File: src/design/stdc_pkg.sv
`timescale 1ns / 1ps

package stdc_pkg;

  localparam int unsigned MaxDigitsDefault = 4;

  localparam int unsigned ChW    = 8;
  localparam int unsigned ActW   = 3;
  localparam int unsigned MicroW = 3;
  localparam int unsigned StepW  = 14;

  // Character codes
  localparam logic [ChW-1:0] CH_NUL  = 8'h00;
  localparam logic [ChW-1:0] CH_M    = 8'h4D;
  localparam logic [ChW-1:0] CH_E    = 8'h45;
  localparam logic [ChW-1:0] CH_D    = 8'h44;
  localparam logic [ChW-1:0] CH_S    = 8'h53;
  localparam logic [ChW-1:0] CH_F    = 8'h46;
  localparam logic [ChW-1:0] CH_H    = 8'h48;
  localparam logic [ChW-1:0] CH_T    = 8'h54;
  localparam logic [ChW-1:0] CH_A    = 8'h41;
  localparam logic [ChW-1:0] CH_0    = 8'h30;
  localparam logic [ChW-1:0] CH_1    = 8'h31;
  localparam logic [ChW-1:0] CH_2    = 8'h32;
  localparam logic [ChW-1:0] CH_3    = 8'h33;
  localparam logic [ChW-1:0] CH_4    = 8'h34;
  localparam logic [ChW-1:0] CH_6    = 8'h36;
  localparam logic [ChW-1:0] CH_8    = 8'h38;
  localparam logic [ChW-1:0] CH_9    = 8'h39;

  typedef enum logic [ActW-1:0] {
    ACT_NONE    = 3'd0,
    ACT_ENABLE  = 3'd1,
    ACT_DISABLE = 3'd2,
    ACT_MICRO   = 3'd3,
    ACT_DIR     = 3'd4,
    ACT_STEPS   = 3'd5
  } action_e;

  typedef enum logic [MicroW-1:0] {
    MS_FULL    = 3'd0,
    MS_HALF    = 3'd1,
    MS_QUARTER = 3'd2,
    MS_EIGHTH  = 3'd3,
    MS_SIXTEEN = 3'd4,
    MS_THIRTY2 = 3'd5
  } micro_e;

  typedef enum logic [3:0] {
    P_START = 4'd0,
    P_M     = 4'd1,
    P_DEAD  = 4'd2,
    P_EN    = 4'd3,
    P_DIS   = 4'd4,
    P_MM    = 4'd5,
    P_MMS   = 4'd6,
    P_MMS0  = 4'd7,
    P_MMS1  = 4'd8,
    P_MMS3  = 4'd9,
    P_MICRO = 4'd10,
    P_MT    = 4'd11,
    P_DIR   = 4'd12,
    P_MS    = 4'd13
  } path_e;

  // Character handed from the input register to the decoder
  typedef struct packed {
    logic           en;
    logic [ChW-1:0] ch;
  } stdc_char_t;

  typedef struct packed {
    action_e           action;
    logic [MicroW-1:0] microstep;
    logic              direction;
    logic [StepW-1:0]  step_count;
  } stdc_result_t;

endpackage

File: src/design/stdc_if.sv
`timescale 1ns / 1ps

interface stdc_char_if;
  logic       valid;
  logic       ready;
  logic [7:0] ch;

  modport source (output valid, output ch, input ready);
  modport sink   (input valid, input ch, output ready);
endinterface

interface stdc_result_if;
  logic        valid;
  logic        ready;
  logic [2:0]  action;
  logic [2:0]  microstep;
  logic        direction;
  logic [13:0] step_count;

  modport source (output valid, output action, output microstep, output direction,
                  output step_count, input ready);
  modport sink   (input valid, input action, input microstep, input direction,
                  input step_count, output ready);
endinterface

File: src/design/stdc_decoder.sv
`timescale 1ns / 1ps

module stdc_decoder #(
  parameter int unsigned MAX_DIGITS = stdc_pkg::MaxDigitsDefault
) (
  input  logic                 clk_i,
  input  logic                 rst_ni,
  input  stdc_pkg::stdc_char_t char_i,
  output stdc_pkg::stdc_result_t res_o
);
  import stdc_pkg::*;

  localparam int unsigned CntW = $clog2(MAX_DIGITS + 1);
  localparam logic [CntW-1:0] CntMax = CntW'(MAX_DIGITS);

  path_e            path_q,  path_d;
  logic [StepW-1:0] value_q, value_d;
  logic [CntW-1:0]  cnt_q,   cnt_d;
  logic             ok_q,    ok_d;

  logic             is_digit;
  logic [StepW-1:0] digit;

  assign is_digit = (char_i.ch >= CH_0) && (char_i.ch <= CH_9);
  assign digit    = StepW'(char_i.ch - CH_0);

  always_comb begin
    path_d  = path_q;
    value_d = value_q;
    cnt_d   = cnt_q;
    ok_d    = ok_q;
    res_o   = '{action: ACT_NONE, microstep: '0, direction: 1'b0, step_count: '0};

    if (char_i.en && char_i.ch == CH_NUL) begin
      case (path_q)
        P_EN:    res_o.action = ACT_ENABLE;
        P_DIS:   res_o.action = ACT_DISABLE;
        P_MICRO: begin
          res_o.action    = ACT_MICRO;
          res_o.microstep = value_q[MicroW-1:0];
        end
        P_DIR: begin
          res_o.action    = ACT_DIR;
          res_o.direction = value_q[0];
        end
        P_MS: begin
          if (ok_q && cnt_q != '0) begin
            res_o.action     = ACT_STEPS;
            res_o.step_count = value_q;
          end
        end
        default: ;
      endcase
      // terminator returns the decoder to its start state
      path_d  = P_START;
      value_d = '0;
      cnt_d   = '0;
      ok_d    = 1'b1;
    end else if (char_i.en) begin
      case (path_q)
        P_START: path_d = (char_i.ch == CH_M) ? P_M : P_DEAD;
        P_M: begin
          case (char_i.ch)
            CH_E:    path_d = P_EN;
            CH_D:    path_d = P_DIS;
            CH_M:    path_d = P_MM;
            CH_T:    path_d = P_MT;
            CH_S:    path_d = P_MS;
            default: path_d = P_DEAD;
          endcase
        end
        P_MM: path_d = (char_i.ch == CH_S) ? P_MMS : P_DEAD;
        P_MMS: begin
          case (char_i.ch)
            CH_F: begin
              path_d  = P_MICRO;
              value_d = StepW'(MS_FULL);
            end
            CH_H: begin
              path_d  = P_MICRO;
              value_d = StepW'(MS_HALF);
            end
            CH_0:    path_d = P_MMS0;
            CH_1:    path_d = P_MMS1;
            CH_3:    path_d = P_MMS3;
            default: path_d = P_DEAD;
          endcase
        end
        P_MMS0: begin
          case (char_i.ch)
            CH_4: begin
              path_d  = P_MICRO;
              value_d = StepW'(MS_QUARTER);
            end
            CH_8: begin
              path_d  = P_MICRO;
              value_d = StepW'(MS_EIGHTH);
            end
            default: path_d = P_DEAD;
          endcase
        end
        P_MMS1: begin
          if (char_i.ch == CH_6) begin
            path_d  = P_MICRO;
            value_d = StepW'(MS_SIXTEEN);
          end else begin
            path_d = P_DEAD;
          end
        end
        P_MMS3: begin
          if (char_i.ch == CH_2) begin
            path_d  = P_MICRO;
            value_d = StepW'(MS_THIRTY2);
          end else begin
            path_d = P_DEAD;
          end
        end
        P_MT: begin
          case (char_i.ch)
            CH_H: begin
              path_d  = P_DIR;
              value_d = StepW'(1'b0);
            end
            CH_A: begin
              path_d  = P_DIR;
              value_d = StepW'(1'b1);
            end
            default: path_d = P_DEAD;
          endcase
        end
        P_MS: begin
          if (!is_digit) begin
            ok_d = 1'b0;
          end else if (cnt_q < CntMax) begin
            // value * 10 + digit, wrapping at the field width
            value_d = (value_q << 3) + (value_q << 1) + digit;
            cnt_d   = cnt_q + 1'b1;
          end
        end
        default: ;
      endcase
    end
  end

  always_ff @(posedge clk_i or negedge rst_ni) begin
    if (!rst_ni) begin
      path_q  <= P_START;
      value_q <= '0;
      cnt_q   <= '0;
      ok_q    <= 1'b1;
    end else begin
      path_q  <= path_d;
      value_q <= value_d;
      cnt_q   <= cnt_d;
      ok_q    <= ok_d;
    end
  end

endmodule

File: src/design/stepper_text_command_decoder_core.sv
`timescale 1ns / 1ps
// Path: a terminating zero byte passes through the input register, then the result
//   register, before its result shows; other characters give no result.
// Throughput: one character per cycle, set by the single-pass decode between the
//   input and result registers; stalls only while a result waits downstream.
// Reset: rst_ni asynchronous, active low; empties both registers and returns the
//   decoder to its start state at once.

module stepper_text_command_decoder_core #(
  parameter int unsigned MAX_DIGITS = stdc_pkg::MaxDigitsDefault
) (
  input  logic   clk_i,
  input  logic   rst_ni,
  stdc_char_if.sink     char_i,
  stdc_result_if.source result_o
);
  import stdc_pkg::*;

  // Input register
  logic           in_valid_q, in_valid_d;
  logic [ChW-1:0] in_ch_q;

  // Result register
  logic         out_valid_q, out_valid_d;
  stdc_result_t out_q;

  stdc_char_t   dec_char;
  stdc_result_t dec_res;

  logic is_term;
  logic out_free;
  logic proc;
  logic in_take;

  assign is_term  = (in_ch_q == CH_NUL);
  assign out_free = !out_valid_q || result_o.ready;
  // Plain characters never stall; a terminator waits for a free result slot.
  assign proc     = in_valid_q && (!is_term || out_free);

  assign char_i.ready = !in_valid_q || proc;
  assign in_take      = char_i.valid && char_i.ready;
  assign in_valid_d   = in_take || (in_valid_q && !proc);

  assign dec_char = '{en: proc, ch: in_ch_q};

  stdc_decoder #(
    .MAX_DIGITS(MAX_DIGITS)
  ) u_decoder (
    .clk_i (clk_i),
    .rst_ni(rst_ni),
    .char_i(dec_char),
    .res_o (dec_res)
  );

  always_comb begin
    if (out_free) begin
      out_valid_d = proc && is_term;
    end else begin
      out_valid_d = out_valid_q;
    end
  end

  always_ff @(posedge clk_i or negedge rst_ni) begin
    if (!rst_ni) begin
      in_valid_q  <= 1'b0;
      out_valid_q <= 1'b0;
    end else begin
      in_valid_q  <= in_valid_d;
      out_valid_q <= out_valid_d;
    end
  end

  // payload registers, no reset
  always_ff @(posedge clk_i) begin
    if (in_take) begin
      in_ch_q <= char_i.ch;
    end
    if (proc && is_term) begin
      out_q <= dec_res;
    end
  end

  assign result_o.valid      = out_valid_q;
  assign result_o.action     = out_q.action;
  assign result_o.microstep  = out_q.microstep;
  assign result_o.direction  = out_q.direction;
  assign result_o.step_count = out_q.step_count;

endmodule

File: src/flat_wrapper.sv
// flat-port wrapper written by rule: the top's interface ports become plain ports
module stepper_text_command_decoder_core_flat import stdc_pkg::*;
#(
  parameter int unsigned MAX_DIGITS = stdc_pkg::MaxDigitsDefault
)
  (clk_i, rst_ni, char_i_valid, char_i_ch, char_i_ready, result_o_valid, result_o_action, result_o_microstep, result_o_direction, result_o_step_count, result_o_ready);
  stdc_char_if char_i_i ();
  stdc_result_if result_o_i ();
  input  logic clk_i;
  input  logic rst_ni;
  input wire logic [$bits(char_i_i.valid)-1:0] char_i_valid;
  input wire logic [$bits(char_i_i.ch)-1:0] char_i_ch;
  output wire logic [$bits(char_i_i.ready)-1:0] char_i_ready;
  output wire logic [$bits(result_o_i.valid)-1:0] result_o_valid;
  output wire logic [$bits(result_o_i.action)-1:0] result_o_action;
  output wire logic [$bits(result_o_i.microstep)-1:0] result_o_microstep;
  output wire logic [$bits(result_o_i.direction)-1:0] result_o_direction;
  output wire logic [$bits(result_o_i.step_count)-1:0] result_o_step_count;
  input wire logic [$bits(result_o_i.ready)-1:0] result_o_ready;
  assign char_i_i.valid = char_i_valid;
  assign char_i_i.ch = char_i_ch;
  assign char_i_ready = char_i_i.ready;
  assign result_o_valid = result_o_i.valid;
  assign result_o_action = result_o_i.action;
  assign result_o_microstep = result_o_i.microstep;
  assign result_o_direction = result_o_i.direction;
  assign result_o_step_count = result_o_i.step_count;
  assign result_o_i.ready = result_o_ready;
  stepper_text_command_decoder_core #(.MAX_DIGITS(MAX_DIGITS)) u_core (.clk_i(clk_i), .rst_ni(rst_ni), .char_i(char_i_i), .result_o(result_o_i));
endmodule
File: config.mk
export PLATFORM = sky130hd
export DESIGN_NAME = stepper_text_command_decoder_core_flat
export DESIGN_NICKNAME = d
export VERILOG_FILES = /design/src/design/stdc_pkg.sv /design/src/design/stdc_if.sv /design/src/design/stdc_decoder.sv /design/src/design/stepper_text_command_decoder_core.sv /design/src/flat_wrapper.sv
export SDC_FILE = /design/constraint.sdc
export NUM_CORES = 1
export LEC_CHECK = 0
export BUFFER_PORTS_ARGS = -buffer_cell sky130_fd_sc_hd__clkbuf_2
export CAP_MARGIN = 20
export CORE_MARGIN = 1
export CORE_UTILIZATION = 52
export CTS_BUF_LIST = sky130_fd_sc_hd__clkbuf_16
export DETAILED_ROUTE_END_ITERATION = 7
export PLACE_DENSITY = 0.74
export SETUP_SLACK_MARGIN = 0.5
export SLEW_MARGIN = 20
export SYNTH_ARGS = -nofsm -noshare
export SYNTH_HDL_FRONTEND = slang
export SYNTH_SLANG_ARGS = --single-unit
export TNS_END_PERCENT = 50
File: constraint.sdc
create_clock -name clk_i -period 2.93 [get_ports clk_i]
set_input_delay 0.4395 -clock clk_i [delete_from_list [all_inputs] [get_ports clk_i]]
set_output_delay 0.4395 -clock clk_i [all_outputs]
set_load 0.03 [all_outputs]
Word-level counts from Yosys, hierarchy flattened
Index checks and enable logic that the tools add are counted.
{"block": "word_totals", "regBits": 53, "output_inout_bits": 23}
{"block": "classes", "addsub": 4, "n_lt_le_gt_ge": 3, "n_eq_ne": 35, "n_mux": 32, "reduce_logical": 31}
{"operator": "$mux W14", "count": 6}
{"operator": "$pmux W14 S2", "count": 3}
{"operator": "$pmux W14 S6", "count": 1}
{"operator": "$eq A8 B7 Y1 const B", "count": 8}
{"operator": "$eq A8 B6 Y1 const B", "count": 7}
{"operator": "$pmux W4 S8", "count": 1}
{"operator": "$add A14 B14 Y14", "count": 2}
{"operator": "$eq A4 B4 Y1 const B", "count": 6}
{"operator": "$mux W4", "count": 6}
{"operator": "$mux W3", "count": 7}
{"operator": "$pmux W4 S5", "count": 1}
{"operator": "$eq A4 B3 Y1 const B", "count": 4}
{"operator": "$pmux W4 S4", "count": 1}
{"operator": "$pmux W3 S5", "count": 1}
{"operator": "$ne A3 B2 Y1 const B", "count": 4}
{"operator": "$ne A4 B3 Y1 const B", "count": 3}
{"operator": "$reduce_and A9 Y1", "count": 1}
{"operator": "$reduce_bool A9 Y1", "count": 1}
{"operator": "$sub A8 B6 Y9 const B", "count": 1}
{"operator": "$ge A8 B6 Y1 const B", "count": 1}
{"operator": "$le A8 B6 Y1 const B", "count": 1}
{"operator": "$logic_not A8 Y1", "count": 1}
{"operator": "$reduce_bool A2 Y1", "count": 4}
{"operator": "$reduce_bool A7 Y1", "count": 1}
{"operator": "other kinds (16)", "count": 33}

Depth between registers and ports, before layout
{"block": "depth", "depth_word": 7, "ltp_mapped": 11, "mapped_depth_nobuf": 10}

By module
From an unflattened synthesis, not the netlist that was laid out.
{"block": "hier_totals", "hier_cells": 362, "area_unflattened_um2": 3654.8}
{"module": "stdc_decoder", "n_inst": 1, "cells_each": 320, "area_per_inst_um2": 2645.0, "seq_area_each_um2": 551.8}
{"module": "stepper_text_command_decoder_core", "n_inst": 1, "cells_each": 42, "area_per_inst_um2": 1009.7, "seq_area_each_um2": 920.9}

Least setup slack after synthesis
Ideal clock, no wire load.
{"block": "synth_path", "kind": "reg-to-reg", "start": "register u_core.in_ch_q[4]", "end": "register u_core.u_decoder.value_q[13]", "setup_time_ns": 0.092, "arrival_time_ns": 3.154, "required_ns": 2.838, "path_slack_ns": -0.316, "path_stages_with_launch": 11, "synth_period_minus_slack_ns": 3.246, "path_cell_list": "edfxtp_1 -> ha_1 -> nor3_1 -> fa_1 -> ha_1 -> and3_1 -> a21o_1 -> o22ai_1 -> a21oi_1 -> xnor2_1 -> o31ai_2"}
{"block": "synth_via", "elab_chain_len": 7, "word_cells_on_any_way": 32, "cone_classes": "add/sub (2); order compare (2); eq/ne (14); mux (5); reduce/logical (9)"}
{"element": "from (decl)", "line_no": "stepper_text_command_decoder_core.sv:21", "rtl": "logic [ChW-1:0] in_ch_q;"}
{"element": "from (signal assigned)", "line_no": "stepper_text_command_decoder_core.sv:76", "rtl": "in_ch_q <= char_i.ch;"}
{"element": "$sub A8 B6 Y9 / $logic_not A8 Y1 (equally long branches)", "line_no": "stdc_decoder.sv:25, stdc_decoder.sv:34, stepper_text_command_decoder_core.sv:35"}
{"element": "$add A14 B14 Y14 / $logic_not A1 Y1 (equally long branches)", "line_no": "stdc_decoder.sv:136, stepper_text_command_decoder_core.sv:38"}
{"element": "$mux W14 / $logic_or A1 B1 Y1 (equally long branches)", "line_no": "stdc_decoder.sv:134, stepper_text_command_decoder_core.sv:38"}
{"element": "$mux W14 / $logic_and A1 B1 Y1 (equally long branches)", "line_no": "stdc_decoder.sv:132, stepper_text_command_decoder_core.sv:38"}
{"element": "$pmux W14 S6 / $logic_and A1 B1 Y1 (equally long branches)", "line_no": "stdc_decoder.sv:60, stdc_decoder.sv:34"}
{"element": "$mux W14, or another cell as far along", "line_no": "stdc_decoder.sv:59", "rtl": "end else if (char_i.en) begin"}
{"element": "$mux W14 / $reduce_and A9 Y1 (equally long branches)"}
{"element": "to (signal assigned)", "line_no": "stdc_decoder.sv:153", "rtl": "value_q <= value_d;"}
{"element": "to (decl)", "line_no": "stdc_decoder.sv:17", "rtl": "logic [StepW-1:0] value_q, value_d;"}
Several ways; a longest one is shown, not always the timed one. The select of a mux whose other input is x is not followed.
A chain may end at the register's enable or synchronous reset.

Final worst setup path
{"block": "layout_path", "start": "register u_core.in_ch_q[4]", "end": "register u_core.u_decoder.value_q[9]"}
Same word-level chain as after synthesis.

==> flow_summary.toml <==
[pwr]
power.leakage_nw = 1.86
vdd_drop_max_mv = 0.270
finalPower_mw = 1.81
power_density_mw_per_mm2 = 420

[worst_setup_path]
crit_fanout = 5
crit_arrival_ps = 3000
slowest_stage = "fa_1"
crit_path_cell_trace = "ha_4, xnor2_2, fa_1, ha_4, a21o_1, a31o_4, o211ai_1, a21oi_1, o211ai_1, a21oi_1"
start_kind = "register"
slowest_delay_ps = 550
endpoint_kind = "register"
cp.required_ps = 3110
crit_type = "register to register"

[logic_synthesis]
synth-seq-cells = 53
synth_common_cells = "nand2_1 (34), edfxtp_1 (29), a21oi_1 (24), dfrtp_1 (23), and2_1 (20)"
async_flop_share_pct = 45.3
synth_top_cell_by_area = "edfxtp_1"
ys.flop_type = "edfxtp_1"
synth_edf_count = 29
synthTopCellsByArea = "edfxtp_1 (24%), dfrtp_1 (16%), ha_1 (6.3%), fa_1 (6.2%), nand2_1 (3.6%)"
yosys.cell_types.count = 62
yosysWarningCount = 0
synth_area_sq_mm = 0.00358
syn_avg_cell_area_sq_um = 10.1
yosysMostFrequentCell = "nand2_1"
synth_cells = 355
synth_top_area_share_pct = 24.4
synth_nets = 396
seq_area_frac_synth_pct = 41.2

[worst_hold_path]
hold_class = "input port to asynchronous set/reset pin"

[die]
start_util_pct = 55.1
die_y_um = 84.9
rows = 29
core_sq_mm = 0.00649
fp.dieArea_sq_mm = 0.00721
die_w_um = 84.9
io_pins = 35

[route]
detail-route-antenna-nets = 0
viasPerCell = 6.06
via_count = 2917
routed_wl_um = 8120
drtIter0Drc = 254
routedWlPerCell_um = 16.9
drc_errors = 4
dr.pass1.iters = 7

[cells_and_area]
final_nets = 444
drive_gt1_share_pct = 24.3
fillers = 519
final_area_sq_mm = 0.00431
area_growth_pct = 20.4
diodes = 0

[placement]
placed_area_sq_mm = 0.00401
port_buffers = 34
post-place-ws_ps = 56.2
place_congestion = 0.914
dpl.hpwl_um = 5910

[run_status]
violations = "DRC"
status = "finished, violations left"

[timing]
fin_skew_ps = 9.00
fin_crit_sh_pct = 96.2
drv_slew = 0
worst_pin_slew_ps = 691
fmax_ghz = 0.355
finalWorstSetupSlack_ps = 111
final-hold-violation-count = 0
finalWorstPathRequiredPeriod_ps = 2820
whs_ps = 135
rsz0062_at_grt = "yes"
fin_tns_setup_ps = 0
setup-violations-final = 0
maxSlewHeadroom_pct = 53.8

[global_route]
grt_max_degree = 25
antenna_found_initial = 0
first_global_vias = 2615
grtUsageTotal_pct = 23.7
grt.overflow.total = 0
grt_pass1_wl_um = 13200

[clocking]
worstSkewPairLatency_ps = 300
hold_buffers = 0
clockRootBuffer = "clkbuf_16"
cts_buffers = 5
cts.sinks = 53
path_clk_slew_ps = 70
clockBufferDepth = 2
h-tree-depth = 2
cts_tree = "yes"

[flow_run]
max-cap-violations = 0
==> state kept, by name (all words and copies together), names as in the netlist <==
name,cells
u_core.result_o.direction,1
u_core.u_decoder.cnt_q,3
u_core.result_o.step_count,14
u_core.u_decoder.path_q,4
u_core.in_ch_q,8
u_core.u_decoder.value_q,14
u_core.result_o.action,3
u_core.u_decoder.ok_q,1
u_core.result_o.valid,1
u_core.result_o.microstep,3
u_core.in_valid_q,1
==> repair_timing <==
item / in CTS / in global routing
setup endpoints to repair: 13 / 39
gates resized for setup: 5 / 11
endpoints found under the hold margin: 0 / 0
pin swaps: 11 / 4
buffers inserted: 6 / 3
==> stage by stage <==
stage	utilization, %	cells
6_report	66.3	481
5_1_grt	66.3	481
4_1_cts	65.4	478
3_5_place_dp	61.7	464
3_3_place_gp	61.7	464
2_1_floorplan	-	355
==> cells in the final DEF, fill, tap and decap left out, drive strengths merged, types with 3 or more instances in the layout <==
cell	count
nand4	3
ha	18
a211oi	3
xnor2	8
edfxtp	29
a221oi	3
nand2	34
nor2b	6
a21o	5
and3	6
and2	20
o31ai	4
o41ai	3
nor2	17
nand3	17
o22ai	3
a21oi	24
clkbuf	38
buf	25
nand2b	3
dfrtp	23
nand4b	3
xor2	11
o211ai	3
fa	11
or3	5
inv	13
o21ai	15
nand3b	4
nor3	10
a31oi	3
==> worst max-delay path, delay by kind of cell (launching register included) <==
| family | cells | cell delay (ps) |
|---|---|---|
| xor+xnor | 1 | 130 |
| flops | 1 | 500 |
| fa+ha+maj | 3 | 1020 |
| compound gates | 6 | 1040 |
==> path summary, 6_finish.rpt <==
path | cells after the start | slack [ps] | startpoint | end
max reg2reg | 10 | 110 | u_core.in_ch_q[4]$_DFFE_PP_ | u_core.u_decoder.value_q[9]$_DFFE_PN0P_
min in group clk_i | 1 | 320 | char_i_ch[6] | u_core.in_ch_q[6]$_DFFE_PP_
max | 10 | 110 | u_core.in_ch_q[4]$_DFFE_PP_ | u_core.u_decoder.value_q[9]$_DFFE_PN0P_
min reg2reg | 2 | 480 | u_core.u_decoder.ok_q$_DFFE_PN1P_ | u_core.u_decoder.ok_q$_DFFE_PN1P_
min | 1 | 130 | rst_ni | u_core.u_decoder.path_q[0]$_DFFE_PN0P_
max in group asynchronous | 1 | 2390 | rst_ni | u_core.u_decoder.value_q[8]$_DFFE_PN0P_
==> metal layers <==
layer	part of all wire (%)	wire length, um	GRT usage, %	up-vias
met4	0.65	53	5.08	0
met5	0	0	0	-
li1	-	-	-	1399
met1	48	3870	35.3	1410
met2	47	3780	37.0	103
met3	5.1	413	3.31	5
==> kinds of logic after synthesis <==
group,count (synthesis),synth area share (%)
xor+xnor,19,4.65
fa+ha+maj,29,12.5
flops,53,41.2
buf+inv,29,3.50
compound gates,81,15.3
simple gates,141,22.0
mux,3,0.910
==> power breakdown <==
group          switching (mW)  leakage (nW)  internal [mW]  total, mW
Clock                   0.271        0.0852          0.402      0.673
Combinational           0.156          1.14          0.133      0.290
Sequential             0.0401         0.639          0.806      0.846
Total                   0.467          1.86           1.34       1.81
==> area by class of cell <==
cell class	count	area, sq um	share of cell area, %
multi-input combinational	273	2170	50.4
timing repair buffer	58	354	8.22
clock inverter	3	42.5	0.988
sequential	53	1470	34.2
inverter	12	45.0	1.05
tap	77	96.3	2.24
clock buffer	5	125	2.91
Note: power is estimated with default switching activity, not from simulation.
